## config.mk

```make
export PLATFORM = sky130hd
export DESIGN_NAME = sorted_min_priority_queue_unit_flat
export DESIGN_NICKNAME = d
export VERILOG_FILES = /design/src/hw/rtl/smpq_pkg.sv /design/src/hw/rtl/smpq_ifs.sv /design/src/hw/rtl/smpq_ctrl.sv /design/src/hw/rtl/smpq_dp.sv /design/src/hw/rtl/sorted_min_priority_queue_unit.sv /design/src/flat_wrapper.sv
export SDC_FILE = /design/constraint.sdc
export NUM_CORES = 1
export LEC_CHECK = 0
export ABC_AREA = 1
export BUFFER_PORTS_ARGS = -buffer_cell sky130_fd_sc_hd__clkbuf_2
export CORE_ASPECT_RATIO = 1.5
export CORE_UTILIZATION = 55
export CTS_CLUSTER_SIZE = 10
export DETAILED_ROUTE_END_ITERATION = 7
export PLACE_DENSITY = 0.76
export SYNTH_ARGS = -nofsm -noshare
export SYNTH_HDL_FRONTEND = slang
export SYNTH_SLANG_ARGS = --single-unit
```

## constraint.sdc

```tcl
create_clock -name clk -period 3.1 [get_ports clk]
set_input_delay 0.465 -clock clk [delete_from_list [all_inputs] [get_ports clk]]
set_output_delay 0.465 -clock clk [all_outputs]
set_load 0.01 [all_outputs]
```

## src/hw/rtl/smpq_pkg.sv

```systemverilog
// package for the sorted minimum priority queue
// holds field widths, action and status codes, and the control/status structs
// no dependencies
package smpq_pkg;

	// default sizes handed to the top-level parameters
	localparam int DEPTH_DEF     = 16;
	localparam int KEY_WIDTH_DEF = 16;

	// fixed field widths of the channels
	localparam int ACTION_W = 2;
	localparam int ITEM_W   = 16;
	localparam int STATUS_W = 2;
	localparam int OCC_W    = 5;

	// action codes
	localparam logic [ACTION_W-1:0] ACT_INSERT = 2'd0;
	localparam logic [ACTION_W-1:0] ACT_REMOVE = 2'd1;
	localparam logic [ACTION_W-1:0] ACT_PEEK   = 2'd2;

	// status codes
	localparam logic [STATUS_W-1:0] STAT_OK    = 2'd0;
	localparam logic [STATUS_W-1:0] STAT_FULL  = 2'd1;
	localparam logic [STATUS_W-1:0] STAT_EMPTY = 2'd2;

	// commands from the controller to the datapath
	typedef struct packed {
		logic accept;     // latch the new item, start the head read
		logic shift_step; // move the entry below the insert point up one slot
		logic place;      // write the new entry at the insert point
		logic commit;     // load the result register, update the count
	} smpq_cmd_t;

	// status from the datapath to the controller
	typedef struct packed {
		logic ins_ok;   // incoming item is an insert and the queue has room
		logic pos_zero; // insert point reached the bottom slot
		logic rd_less;  // entry read below the insert point has a smaller key
	} smpq_stat_t;

endpackage

```

## src/hw/rtl/smpq_ifs.sv

```systemverilog
// request and response channel interfaces of the priority queue
// depends on smpq_pkg for field widths
interface smpq_req_if;
	import smpq_pkg::*;

	logic                valid;
	logic                ready;
	logic [ACTION_W-1:0] action;
	logic [ITEM_W-1:0]   item_key;
	logic [ITEM_W-1:0]   item_tag;

	modport source (output valid, action, item_key, item_tag, input ready);
	modport sink   (input valid, action, item_key, item_tag, output ready);
endinterface

interface smpq_rsp_if;
	import smpq_pkg::*;

	logic                valid;
	logic                ready;
	logic [STATUS_W-1:0] status;
	logic [ITEM_W-1:0]   head_key;
	logic [ITEM_W-1:0]   head_tag;
	logic [OCC_W-1:0]    occupancy;

	modport source (output valid, status, head_key, head_tag, occupancy, input ready);
	modport sink   (input valid, status, head_key, head_tag, occupancy, output ready);
endinterface

```

## src/hw/rtl/smpq_ctrl.sv

```systemverilog
// controller state machine of the priority queue
// sequences accept, insert shifting and result commit; depends on smpq_pkg
module smpq_ctrl (
	input  logic                clk,
	input  logic                arst_n,
	input  logic                in_valid,
	output logic                in_ready,
	output logic                out_valid,
	input  logic                out_ready,
	input  smpq_pkg::smpq_stat_t stat,
	output smpq_pkg::smpq_cmd_t  cmd
);
	import smpq_pkg::*;

	typedef enum logic [2:0] {
		ST_IDLE   = 3'b001,
		ST_SHIFT  = 3'b010,
		ST_FINISH = 3'b100
	} state_t;

	state_t state_q, state_nx;
	logic   out_valid_q;
	logic   out_free;

	assign in_ready  = (state_q == ST_IDLE);
	assign out_valid = out_valid_q;
	assign out_free  = !out_valid_q || out_ready;

	// next state and commands
	always_comb begin
		state_nx = state_q;
		cmd      = '0;
		case (state_q)
			ST_IDLE: begin
				if (in_valid) begin
					cmd.accept = 1'b1;
					state_nx   = stat.ins_ok ? ST_SHIFT : ST_FINISH;
				end
			end
			ST_SHIFT: begin
				if (stat.pos_zero || !stat.rd_less) begin
					cmd.place = 1'b1;
					state_nx  = ST_FINISH;
				end else begin
					cmd.shift_step = 1'b1;
				end
			end
			ST_FINISH: begin
				if (out_free) begin
					cmd.commit = 1'b1;
					state_nx   = ST_IDLE;
				end
			end
			default: begin
				state_nx = ST_IDLE;
			end
		endcase
	end

	// state and output valid registers
	always_ff @(posedge clk or negedge arst_n) begin
		if (!arst_n) begin
			state_q     <= ST_IDLE;
			out_valid_q <= 1'b0;
		end else begin
			state_q <= state_nx;
			if (cmd.commit) begin
				out_valid_q <= 1'b1;
			end else if (out_ready) begin
				out_valid_q <= 1'b0;
			end
		end
	end

endmodule

```

## src/hw/rtl/smpq_dp.sv

```systemverilog
// datapath of the priority queue: entry memory, insert pointer, count, result
// register; driven by smpq_ctrl commands, depends on smpq_pkg
module smpq_dp #(
	parameter int DEPTH     = smpq_pkg::DEPTH_DEF,
	parameter int KEY_WIDTH = smpq_pkg::KEY_WIDTH_DEF
) (
	input  logic                           clk,
	input  logic                           arst_n,
	input  smpq_pkg::smpq_cmd_t            cmd,
	output smpq_pkg::smpq_stat_t           stat,
	input  logic [smpq_pkg::ACTION_W-1:0]  action,
	input  logic [smpq_pkg::ITEM_W-1:0]    item_key,
	input  logic [smpq_pkg::ITEM_W-1:0]    item_tag,
	output logic [smpq_pkg::STATUS_W-1:0]  status,
	output logic [smpq_pkg::ITEM_W-1:0]    head_key,
	output logic [smpq_pkg::ITEM_W-1:0]    head_tag,
	output logic [smpq_pkg::OCC_W-1:0]     occupancy
);
	import smpq_pkg::*;

	localparam int AW = $clog2(DEPTH);
	localparam int CW = $clog2(DEPTH + 1);

	// entry memory, slot count-1 is the head
	logic [KEY_WIDTH-1:0] key_mem [DEPTH];
	logic [ITEM_W-1:0]    tag_mem [DEPTH];

	logic [ACTION_W-1:0]  act_q;
	logic [KEY_WIDTH-1:0] key_q;
	logic [ITEM_W-1:0]    tag_q;
	logic [AW-1:0]        pos_q;
	logic [CW-1:0]        count_q;
	logic [KEY_WIDTH-1:0] rd_key_q;
	logic [ITEM_W-1:0]    rd_tag_q;

	logic [AW-1:0]        rd_addr;
	logic                 rd_en;
	logic [KEY_WIDTH-1:0] wr_key;
	logic [ITEM_W-1:0]    wr_tag;
	logic                 full;
	logic                 empty;

	logic [STATUS_W-1:0]  res_status;
	logic [ITEM_W-1:0]    res_key;
	logic [ITEM_W-1:0]    res_tag;
	logic [CW-1:0]        count_nx;

	logic [STATUS_W-1:0]  status_q;
	logic [ITEM_W-1:0]    head_key_q;
	logic [ITEM_W-1:0]    head_tag_q;
	logic [OCC_W-1:0]     occ_q;

	assign full  = (count_q >= CW'(DEPTH));
	assign empty = (count_q == '0);

	// status toward the controller
	assign stat.ins_ok   = (action == ACT_INSERT) && !full;
	assign stat.pos_zero = (pos_q == '0);
	assign stat.rd_less  = (rd_key_q < key_q);

	// read the head at accept, the slot below the next insert point while shifting
	assign rd_en   = cmd.accept || cmd.shift_step;
	assign rd_addr = cmd.accept ? AW'(count_q - CW'(1)) : (pos_q - AW'(2));

	// write data: either the entry moving up or the new entry
	assign wr_key = cmd.place ? key_q : rd_key_q;
	assign wr_tag = cmd.place ? tag_q : rd_tag_q;

	// entry memory write and registered read
	always_ff @(posedge clk) begin
		if (cmd.shift_step || cmd.place) begin
			key_mem[pos_q] <= wr_key;
			tag_mem[pos_q] <= wr_tag;
		end
		if (rd_en) begin
			rd_key_q <= key_mem[rd_addr];
			rd_tag_q <= tag_mem[rd_addr];
		end
	end

	// item and insert pointer registers
	always_ff @(posedge clk) begin
		if (cmd.accept) begin
			act_q <= action;
			key_q <= KEY_WIDTH'(item_key);
			tag_q <= item_tag;
			pos_q <= AW'(count_q);
		end else if (cmd.shift_step) begin
			pos_q <= pos_q - AW'(1);
		end
	end

	// result and next count for the held item
	always_comb begin
		res_status = STAT_OK;
		res_key    = '0;
		res_tag    = '0;
		count_nx   = count_q;
		case (act_q)
			ACT_INSERT: begin
				if (full) begin
					res_status = STAT_FULL;
				end else begin
					count_nx = count_q + CW'(1);
				end
			end
			ACT_REMOVE, ACT_PEEK: begin
				if (empty) begin
					res_status = STAT_EMPTY;
				end else begin
					res_key = ITEM_W'(rd_key_q);
					res_tag = rd_tag_q;
					if (act_q == ACT_REMOVE) begin
						count_nx = count_q - CW'(1);
					end
				end
			end
			default: begin
			end
		endcase
	end

	// entry count
	always_ff @(posedge clk or negedge arst_n) begin
		if (!arst_n) begin
			count_q <= '0;
		end else if (cmd.commit) begin
			count_q <= count_nx;
		end
	end

	// result register
	always_ff @(posedge clk) begin
		if (cmd.commit) begin
			status_q   <= res_status;
			head_key_q <= res_key;
			head_tag_q <= res_tag;
			occ_q      <= OCC_W'(count_nx);
		end
	end

	assign status    = status_q;
	assign head_key  = head_key_q;
	assign head_tag  = head_tag_q;
	assign occupancy = occ_q;

endmodule

```

## src/hw/rtl/sorted_min_priority_queue_unit.sv

```systemverilog
// Bounded minimum priority queue kept as a sorted array of DEPTH (key, tag) entries.
// Each request inserts an entry, removes the head or peeks at it, and each gives
// one response with a status, the head key and tag (remove and peek) and the
// occupancy after the request. The head is the smallest key; among equal keys
// the newest entry leaves first. An insert into a full queue answers full, a
// remove or peek on an empty queue answers empty, and an unused action code
// changes nothing. Remove, peek, refused inserts and unused codes go from
// accept straight to the result; an insert first moves each stored entry with a
// smaller key up one slot, as the entry memory (one read and one write port)
// compares and moves one entry per cycle.
// A new request is taken while the previous response waits in the output
// register. Keys are stored as the low KEY_WIDTH bits of item_key.
// Depends on smpq_pkg, smpq_ifs, smpq_ctrl and smpq_dp.
module sorted_min_priority_queue_unit #(
	parameter int DEPTH     = smpq_pkg::DEPTH_DEF,
	parameter int KEY_WIDTH = smpq_pkg::KEY_WIDTH_DEF
) (
	input logic        clk,
	input logic        arst_n,
	smpq_req_if.sink   req,
	smpq_rsp_if.source rsp
);
	import smpq_pkg::*;

	smpq_cmd_t  cmd;
	smpq_stat_t stat;

	// sequencing
	smpq_ctrl u_ctrl (
		.clk       (clk),
		.arst_n    (arst_n),
		.in_valid  (req.valid),
		.in_ready  (req.ready),
		.out_valid (rsp.valid),
		.out_ready (rsp.ready),
		.stat      (stat),
		.cmd       (cmd)
	);

	// storage and result
	smpq_dp #(
		.DEPTH     (DEPTH),
		.KEY_WIDTH (KEY_WIDTH)
	) u_dp (
		.clk       (clk),
		.arst_n    (arst_n),
		.cmd       (cmd),
		.stat      (stat),
		.action    (req.action),
		.item_key  (req.item_key),
		.item_tag  (req.item_tag),
		.status    (rsp.status),
		.head_key  (rsp.head_key),
		.head_tag  (rsp.head_tag),
		.occupancy (rsp.occupancy)
	);

endmodule

```

## src/flat_wrapper.sv

```systemverilog
// flat-port wrapper written by rule: the top's interface ports become plain ports
module sorted_min_priority_queue_unit_flat import smpq_pkg::*;
#(
	parameter int DEPTH     = smpq_pkg::DEPTH_DEF,
	parameter int KEY_WIDTH = smpq_pkg::KEY_WIDTH_DEF
)
  (clk, arst_n, req_valid, req_action, req_item_key, req_item_tag, req_ready, rsp_valid, rsp_status, rsp_head_key, rsp_head_tag, rsp_occupancy, rsp_ready);
  smpq_req_if req_i ();
  smpq_rsp_if rsp_i ();
  input logic clk;
  input logic arst_n;
  input wire logic [$bits(req_i.valid)-1:0] req_valid;
  input wire logic [$bits(req_i.action)-1:0] req_action;
  input wire logic [$bits(req_i.item_key)-1:0] req_item_key;
  input wire logic [$bits(req_i.item_tag)-1:0] req_item_tag;
  output wire logic [$bits(req_i.ready)-1:0] req_ready;
  output wire logic [$bits(rsp_i.valid)-1:0] rsp_valid;
  output wire logic [$bits(rsp_i.status)-1:0] rsp_status;
  output wire logic [$bits(rsp_i.head_key)-1:0] rsp_head_key;
  output wire logic [$bits(rsp_i.head_tag)-1:0] rsp_head_tag;
  output wire logic [$bits(rsp_i.occupancy)-1:0] rsp_occupancy;
  input wire logic [$bits(rsp_i.ready)-1:0] rsp_ready;
  assign req_i.valid = req_valid;
  assign req_i.action = req_action;
  assign req_i.item_key = req_item_key;
  assign req_i.item_tag = req_item_tag;
  assign req_ready = req_i.ready;
  assign rsp_valid = rsp_i.valid;
  assign rsp_status = rsp_i.status;
  assign rsp_head_key = rsp_i.head_key;
  assign rsp_head_tag = rsp_i.head_tag;
  assign rsp_occupancy = rsp_i.occupancy;
  assign rsp_i.ready = rsp_ready;
  sorted_min_priority_queue_unit #(.DEPTH(DEPTH), .KEY_WIDTH(KEY_WIDTH)) u_core (.clk(clk), .arst_n(arst_n), .req(req_i), .rsp(rsp_i));
endmodule
```

; ---- Yosys cells after proc, flatten, opt, wreduce, memory -nomap -nowiden
; Memories as Yosys holds them, arrays and structs flattened. A register that Yosys moved wholly into a read port is not among the register bits.
; Index checks and enable logic that the tools add are counted.
[classes]
div = 0
reduce_logical = 17
n_lt_le_gt_ge = 2
n_bitwise = 1
shift = 0
mux = 28
mul = 0
add_sub_neg = 4
eq_ne = 8
[op_table]
columns = cell, count
row1 = $mux 16, 2
row2 = $lt 16x16->1, 1
row3 = $mux 5, 3
row4 = $mux 3, 4
row5 = $mux 4, 3
row6 = $mux 1, 11
row7 = $pmux 5 s2, 1
row8 = $pmux 3 s3, 1
row9 = $ne 2x2->1 const B, 3
row10 = $add 5x1->5 const B, 1
row11 = $ge 5x5->1 const B, 1
row12 = $logic_not 5->1, 1
row13 = $sub 5x1->5 const B, 1
row14 = $logic_not 2->1, 2
row15 = $logic_not 4->1, 1
row16 = $logic_or 1x1->1, 4
row17 = $mux 2, 2
row18 = $pmux 2 s2, 1
row19 = $reduce_bool 2->1, 2
row20 = $reduce_or 2->1, 2
row21 = $sub 4x1->4 const B, 1
row22 = $sub 4x2->4 const B, 1
row23 = $eq 3x1->1 const B, 1
row24 = $eq 3x2->1 const B, 1
row25 = 7 further kinds, 9
[totals]
memories = 2
input_bits = 38
output_inout_bits = 41
register_bits = 86
latch_bits = 0
elab_cells = 73
ram_bits = 512
romBits = 0
[mem_list]
columns = memory, depth, word_bits, rd, rd_ports_with_merged_regs, write_ports, line_no
row1 = u_core.u_dp.key_mem, 16, 16, 1, 1, 1, smpq_dp.sv:25  ; logic [KEY_WIDTH-1:0] key_mem [DEPTH];
row2 = u_core.u_dp.tag_mem, 16, 16, 1, 1, 1, smpq_dp.sv:26  ; logic [ITEM_W-1:0] tag_mem [DEPTH];

; ---- Logic depth before layout (Yosys ltp)
; Gate-level depths: netlist of the first run.
[logic_depth]
word_depth = 8
ltp_mapped = 14
depth_no_buf = 13

; ---- Modules after synthesis
; From an unflattened synthesis of the first run, not the netlist that was laid out.
[unflattened]
cells_unflattened = 2624
hier_area_um2 = 27690.3
[by_module_without_submodules]
columns = mod, n_inst, area_each_um2, cells_each
row1 = smpq_dp, 1, 27431.3, 2586
row2 = smpq_ctrl, 1, 259.0, 38

; ---- Least setup slack after synthesis of the first run
; Ideal clock, no wire load.
[synth_path]
path_kind = flip-flop to flip-flop
from = reg u_core.u_ctrl.state_q[2]
to = mem u_core.u_dp.key_mem[0][0] (netlist bit) (enable)
setup_slack_ns = 0.261
path_stages_with_launch = 5
setup_ns = 0.421
period_less_slack_ns = 2.839
arrival_time_ns = 2.418
cell_sequence = dfrtp_1 > nor3_1 > buf_2 > nand2_1 > nor2_1
[synth_via]
elab_chain_len = 5
[synth_rtl]
columns = element, line_no
row1 = "start, declared", smpq_ctrl.sv:21  ; state_t state_q, state_nx;
row2 = "start signal, assigned", smpq_ctrl.sv:66  ; state_q <= state_nx;
row3 = $eq 3x2->1, smpq_ctrl.sv:33  ; case (state_q)
row4 = $mux 2, smpq_ctrl.sv:33
row5 = $logic_or 1x1->1, smpq_dp.sv:71  ; if (cmd.shift_step || cmd.place) begin
row6 = $mux 1, smpq_dp.sv:71
row7 = $mux 1 (not written as such), smpq_dp.sv:72  ; key_mem[pos_q] <= wr_key;
row8 = "end, declared", smpq_dp.sv:25
; No other way between the ends.

; ---- Final worst setup path of the first run
[layout_path]
from = reg u_core.u_dp.rd_key_q[1], read port of u_core.u_dp.key_mem
to = mem u_core.u_dp.key_mem[10][15] (netlist bit), data pin
[layout_via]
elab_chain_len = 6
[layout_rtl]
columns = element, line_no
row1 = "start, declared", smpq_dp.sv:33  ; logic [KEY_WIDTH-1:0] rd_key_q;
row2 = $lt 16x16->1, smpq_dp.sv:59  ; assign stat.rd_less = (rd_key_q < key_q);
row3 = $logic_not 1->1, smpq_ctrl.sv:41  ; if (stat.pos_zero || !stat.rd_less) begin
row4 = $logic_or 1x1->1, smpq_ctrl.sv:41
row5 = $mux 1, smpq_ctrl.sv:41
row6 = $mux 2, smpq_ctrl.sv:33
row7 = $mux 16, smpq_dp.sv:66  ; assign wr_key = cmd.place ? key_q : rd_key_q;
row8 = net u_core.u_dp.wr_key[15], smpq_dp.sv:38  ; logic [KEY_WIDTH-1:0] wr_key;
; The timed path passes the listed nets, and every way through them passes these cells.

==> results of run 1 <==
layout make-up:
class	instances	area share
Tap cell	663	0.02658
Sequential cell	630	0.6048
Clock buffer	87	0.06227
Multi-Input combinational cell	1308	0.1960
Clock inverter	2	0.0008019
Timing Repair Buffer	140	0.03833
Inverter	592	0.07121
critical path, stage by stage, from the launching register on:
cell and delay, ps:
sky130_fd_sc_hd__edfxtp_1 490, sky130_fd_sc_hd__ha_1 320, sky130_fd_sc_hd__nand2_1 70, sky130_fd_sc_hd__nand2_1 40, sky130_fd_sc_hd__nand2_1 50, sky130_fd_sc_hd__nand2_1 40, sky130_fd_sc_hd__nand2_1 50, sky130_fd_sc_hd__nand2_1 100
sky130_fd_sc_hd__nand2_1 100, sky130_fd_sc_hd__nand2_1 110, sky130_fd_sc_hd__nand2_1 100, sky130_fd_sc_hd__buf_4 380, sky130_fd_sc_hd__nand2_1 110, sky130_fd_sc_hd__nand2_1 410
layer usage:
layer / GRT usage / wire length (um)
met5: 0 / 0
met3: 0.04603 / 8147
met1: 0.3488 / 24470
met2: 0.4791 / 35530
met4: 0.1541 / 3640
worst max-delay path by stage:
stage | from | endpoint
floorplan | u_core.u_ctrl.state_q[2] | u_core.u_dp.key_mem[0][0]
global placement | req_valid | u_core.u_dp.rd_key_q[4]
detailed placement | req_valid | u_core.u_dp.rd_key_q[4]
CTS | u_core.u_dp.rd_key_q[9] | u_core.u_dp.tag_mem[12][14]
global route | u_core.u_dp.rd_key_q[14] | u_core.u_dp.tag_mem[12][14]
finish | u_core.u_dp.rd_key_q[1] | u_core.u_dp.key_mem[10][15]
metrics by stage:
stage / util / setup WS (ps) / cell area [sq um] / total power (uW)
after global routing: 0.6282 / 224.4 / 31210 / 32020
after CTS: 0.6282 / 517.0 / 31210 / 30460
after global placement: 0.5884 / 588.5 / 29230 / 22730
after floorplan: - / 261.2 / 27670 / 19300
after detailed placement: 0.5884 / 557.2 / 29230 / 23090
final: 0.6282 / 436.6 / 31210 / 30650
layout by cell type (no fill, tap or decap), drive strengths merged, types with 3 or more instances in the layout:
cell type	count
o21ai	20
dfrtp	8
edfxtp	621
nor2	59
buf	61
inv	592
nand2	644
nor3	4
nand3	530
xor2	5
or2	3
a21oi	8
clkbuf	165
ha	27
nand4	3
cells by family (layout without fill, tap and decap cells):
logic type | after synthesis | after routing | share of synthesized area
XOR/XNOR | 5 | 5 | 0.001583
AO/OA/AOI/OAI | 33 | 33 | 0.006468
adder cells (fa/ha/maj) | 27 | 27 | 0.01221
buffers and inverters | 712 | 821 | 0.1033
AND/OR/NAND/NOR | 1243 | 1243 | 0.1942
flip-flops | 630 | 630 | 0.6822
timing repair:
| item | CTS | global route |
|---|---|---|
| setup endpoints to repair | 0 | 0 |
| resized for setup | 0 | 0 |
| hold buffers | 1 | 0 |
| endpoints found under the hold margin | 9 | 0 |
power groups by stage:
stage | combinational, uW | clock, uW | sequential [uW]
after detailed placement | 11000 | 0 | 12100
after global routing | 12300 | 7740 | 12000
after floorplan | 7340 | 0 | 12000
final | 11300 | 7390 | 12000
after CTS | 11100 | 7440 | 11900
after global placement | 10700 | 0 | 12100
sequential cells by signal (all words and copies together) (netlist names), 16 cells and up:
name and flops:
u_core.u_dp.key_q 16, u_core.u_dp.key_mem 256, u_core.u_dp.rd_tag_q 16, u_core.u_dp.tag_mem 256, u_core.u_dp.rd_key_q 16, u_core.u_dp.tag_q 16
u_core.u_dp.head_tag 16, u_core.u_dp.head_key 16
==> flow_summary.ini, run 1 <==
[outcome]
run_status = finished, final reports clean

[placed_design]
port_buffer_count = 78
place.gp.congestion = 0.8876
hpwl_mm = 39.30
dp_cells = 3332

[synthesis]
synth_cells = 2650
mappedNetlistArea_sq_um = 27670
synth_top_area_frac = 0.6741
postSynthRegisterBits = 630
netlist_top_cells_count = sky130_fd_sc_hd__nand2_1, sky130_fd_sc_hd__edfxtp_1, sky130_fd_sc_hd__inv_1
synth.avg_cell_area_sq_um = 10.44
postSynth.asyncResetShare = 0.01429
post_synth_edffs = 621
synth.top_cells.by_area = sky130_fd_sc_hd__edfxtp_1, sky130_fd_sc_hd__nand3_1, sky130_fd_sc_hd__nand2_1
netlist-cell-type-count = 31
synth_flop_cell = sky130_fd_sc_hd__edfxtp_1
synth_warnings = 0
sequential_element_share_of_the_synthesized_area = 0.6822
post-synth-top-count-cell = sky130_fd_sc_hd__nand2_1
post_synthesis_net_count = 2715
synth_largest_area_cell = sky130_fd_sc_hd__edfxtp_1

[global_routing]
grt_overflow = 0
grt_antenna_before_repair = 0
vias_in_the_first_global_route = 19030
largest_net_degree_at_the_start_of_global_routing = 99
grt_first_pass_wirelength_mm = 107.7
grt_usage = 0.2846

[power]
power.internal_uw = 18960
netSwitchingFraction = 0.3815
power_density_nw_per_um2 = 982.2
power_frac_clock = 0.241
power.share.combinational = 0.369
reported_leakage_power_uw = 0.01351
pwr-share-seq = 0.390
switching_power_uw = 11690
max_rail_drop_vdd_mv = 0.8088

[clock_network]
cts_root_buf = sky130_fd_sc_hd__clkbuf_16
post_cts.repair.setup_buffers = 0
path_clk_slew_ps = 50
tritoncts.num_buffers = 72
cts.path.max_buffers = 3
tritoncts = done
cts.sink_count = 630
worstSkewPairLatency_ps = 590
ctsHtreeMaxLevel = 3

[setup_path]
reg2reg_slack_ps = 440
crit_path_start_kind = flop
reg2reg_to = u_core.u_dp.key_mem[10][15]
critical_path.reg2reg.startpoint = u_core.u_dp.rd_key_q[1]
r2r_cells = 13
critical_path.max_fanout = 22
worst-endpoint-arrival_ps = 2980
timing.setup.critical_path_class = flop to flop
worstSetupEndpointType = flop
worstPathRequired_ps = 3410

[floorplan]
top_level_ports = 79
die_area_sq_um = 51220
fp.dieW_um = 185.1
fp.coreArea_sq_um = 49670
row_count = 100
dieHeight_um = 276.7
start_util = 0.5570

[sta]
worst_hold_slack_ps = 53.41
clock.fmax_mhz = 375.5
final.min_clock_period_ps = 2663
slew_headroom = 0.3494
rsz_0062_raised_after_global_routing = no
tightestPinTransition_ps = 974.5
hold_fails_final_rpt = 0
timing.clock.skew_ps = 15.97
slew_violations = 0
fin_tns_setup_ps = 0
finalSetupViolations = 0
layout_worst_path_cycle_share = 0.8592

[routing]
wl_mm = 71.79
per_cell_via_count_in_the_routed_design = 5.641
iteration_0_drc_markers = 2357
routed_wire_length_per_instance_um = 20.98
dr_pass1_iterations = 6
route.detailed.drc = 0
routed-via-count = 19310
ant_nets = 0

[final_layout]
multi_input_comb_area_sq_um = 6116
post_layout_cell_count = 3422
final_net_count = 2809
ff_latch_area_sq_um = 18870
total_inserted_antenna_cells = 0
layout-drive-gt1-share = 0.09097
layout.filler_cells = 3574
area_delta_synth_final_pct = 12.80

[worst_hold_path]
holdCritStartpoint = req_item_tag[11]
holdPathStages = 1
holdPathEnd = u_core.u_dp.tag_q[11]
worst_min_delay_path_class = input port to flop

[job]
maximum_capacitance_violations = 0
(Power assumes the default switching activity.)
==> run 2, diff against run 1 <==
- CORE_UTILIZATION: 55 -> 62
- PLACE_DENSITY: 0.76 -> 0.83
==> run 2 against run 1 <==
  * The run now ends with design-rule violations left
  * Clock skew increased by 8.4 ps
  * Register-to-register slack lost 230 ps
  * Largest power group unchanged
  * Setup slack got worse by 230 ps
  * Die area shrank 11%
  * Combinational power is essentially flat
  * Final area decreased by 0.92%
  * First-iteration DRC count increased by 36%
  * Largest cell class unchanged
  * Global-route usage rose by 5.2 points
  * Sequential power is essentially flat
  * Non-clock buffer count is 6 higher
==> flow_summary.ini, run 2 (synthesis results as in run 1) <==
[power]
power.total_uw = 30920
power_density_nw_per_um2 = 1000
reported_leakage_power_uw = 0.01349
max_rail_drop_vdd_mv = 0.8471

[global_routing]
largest_net_degree_at_the_start_of_global_routing = 108
grt_first_pass_wirelength_mm = 113.2
grt_antenna_before_repair = 0
vias_in_the_first_global_route = 20350
grt_overflow = 0
grt_usage = 0.3361

[setup_path]
cp-endpoint = u_core.u_dp.tag_mem[10][14]
reg2reg_to = u_core.u_dp.tag_mem[10][14]
crit_path_start_kind = flop
timing.critical_path.buf_inv = 2
worstSetupEndpointType = flop
reg2reg_slack_ps = 200
worst-endpoint-arrival_ps = 3220
critical-path-top-cell-by-count = sky130_fd_sc_hd__nand2_1
critical_path.max_fanout = 18
timing.setup.critical_path_class = flop to flop
critPathTopFamily = simple AND/OR/NAND/NOR gates
worstPathRequired_ps = 3420
worstSetupStartpoint = u_core.u_dp.pos_q[0]
timing.critical_path.slowest_stage_cell = sky130_fd_sc_hd__edfxtp_1
max_stage_delay_ps = 460
path_depth = 10
r2r_cells = 10
path_cells = inv_1, ha_1, a21oi_1, nand3_1, nor2_1, nand2_1, nand2_1, buf_4, nand2_1, nand2_1
critical_path.reg2reg.startpoint = u_core.u_dp.pos_q[0]

[floorplan]
dieHeight_um = 260.7
start_util = 0.6289
top_level_ports = 79
die_area_sq_um = 45490
fp.coreArea_sq_um = 43990
fp.dieW_um = 174.5
row_count = 94

[routing]
routed-via-count = 20200
wl_mm = 75.71
route.detailed.drc = 1
dr_pass1_iterations = 8
routed_wire_length_per_instance_um = 22.69
per_cell_via_count_in_the_routed_design = 6.054
ant_nets = 0
iteration_0_drc_markers = 3203

[final_layout]
multi_input_comb_area_sq_um = 6116
final_cell_area_sq_um = 30920
most_common_cell_after_layout_fill_and_taps_aside = sky130_fd_sc_hd__nand2_1
ff_latch_area_sq_um = 18870
final_net_count = 2815
top_regs = u_core.u_dp.key_mem: 256 flops, u_core.u_dp.tag_mem: 256 flops
final_util = 0.7029
total_inserted_antenna_cells = 0
layout-drive-gt1-share = 0.09344
layout.filler_cells = 2702
layout_common_cells = sky130_fd_sc_hd__nand2_1, sky130_fd_sc_hd__edfxtp_1, sky130_fd_sc_hd__inv_1
area_delta_synth_final_pct = 11.76

[sta]
clock.fmax_mhz = 345.2
slew_headroom = 0.5474
rsz_0062_raised_after_global_routing = no
final.min_clock_period_ps = 2897
finalSetupViolations = 0
timing.clock.skew_ps = 24.39
tightestPinTransition_ps = 678.1
hold_fails_final_rpt = 0
worst_hold_slack_ps = 34.75
fin_tns_setup_ps = 0
slew_violations = 0
layout_worst_path_cycle_share = 0.9344

[placed_design]
place.gp.congestion = 0.9635
port_buffer_count = 78
placedInstanceArea_sq_um = 28980
hpwl_mm = 41.36

[clock_network]
cts_root_buf = sky130_fd_sc_hd__clkbuf_16
tritoncts.num_buffers = 72
cts_hold_buffers = 1
cts.path.max_buffers = 3
ctsHtreeMaxLevel = 3
cts_resized = 0
tritoncts = done
post_cts.repair.setup_buffers = 0
path_clk_slew_ps = 60
cts.sink_count = 630
worstSkewPairLatency_ps = 610

[outcome]
violations = design-rule violations
run_status = complete, but fails checks

[worst_hold_path]
worst_min_delay_path_class = input port to flop
holdPathStages = 1

[job]
maximum_capacitance_violations = 0
## run 2: cell count changes in the layout (fill, tap and decap cells not counted)
cell / before / now
sky130_fd_sc_hd__buf_12: 27 / 12
sky130_fd_sc_hd__buf_4: 34 / 55
sky130_fd_sc_hd__clkbuf_1: 11 / 6
sky130_fd_sc_hd__clkbuf_16: 76 / 73
sky130_fd_sc_hd__clkinv_8: 1 / 4
sky130_fd_sc_hd__inv_6: 1 / 2
## run 2: cell type report
type                            instances  share of cell area
Sequential cell                       630              0.6105
Multi-Input combinational cell       1308              0.1978
Inverter                              592             0.07187
Clock buffer                           79             0.05981
Timing Repair Buffer                  146             0.03407
Tap cell                              576             0.02331
Clock inverter                          6            0.002671
## run 2: how the worst min path moves through the flow
stage / start / end / slack (ps)
2_1_floorplan: arst_n / u_core.u_ctrl.out_valid / 170
3_3_place_gp: arst_n / u_core.u_ctrl.out_valid / 330
3_5_place_dp: arst_n / u_core.u_dp.count_q[3] / 340
4_1_cts: req_item_tag[6] / u_core.u_dp.tag_q[6] / 30
5_1_grt: req_item_tag[6] / u_core.u_dp.tag_q[6] / 30
6_report: req_item_tag[3] / u_core.u_dp.tag_q[3] / 30
## run 2: layer usage
metal,vias up,wire length [um],track usage
li1,8697,-,-
met1,9357,23490,0.3977
met2,1749,36700,0.5575
met3,400,10270,0.06410
met4,0,5251,0.2334
met5,-,0,0
## run 2: per-stage QoR
step,std cells,worst slack [ps]
after floorplan,2650,261.2
after global placement,3251,533.2
after detailed placement,3251,401.9
after CTS,3337,271.7
after global routing,3337,30.05
final,3337,203.4
## run 2: power breakdown
part | switching, uW | internal (uW) | leakage (uW)
Clock | 3150 | 4200 | 0.000943
Sequential | 451 | 11500 | 0.00574
Combinational | 8500 | 3100 | 0.00681
Total | 12100 | 18800 | 0.0135
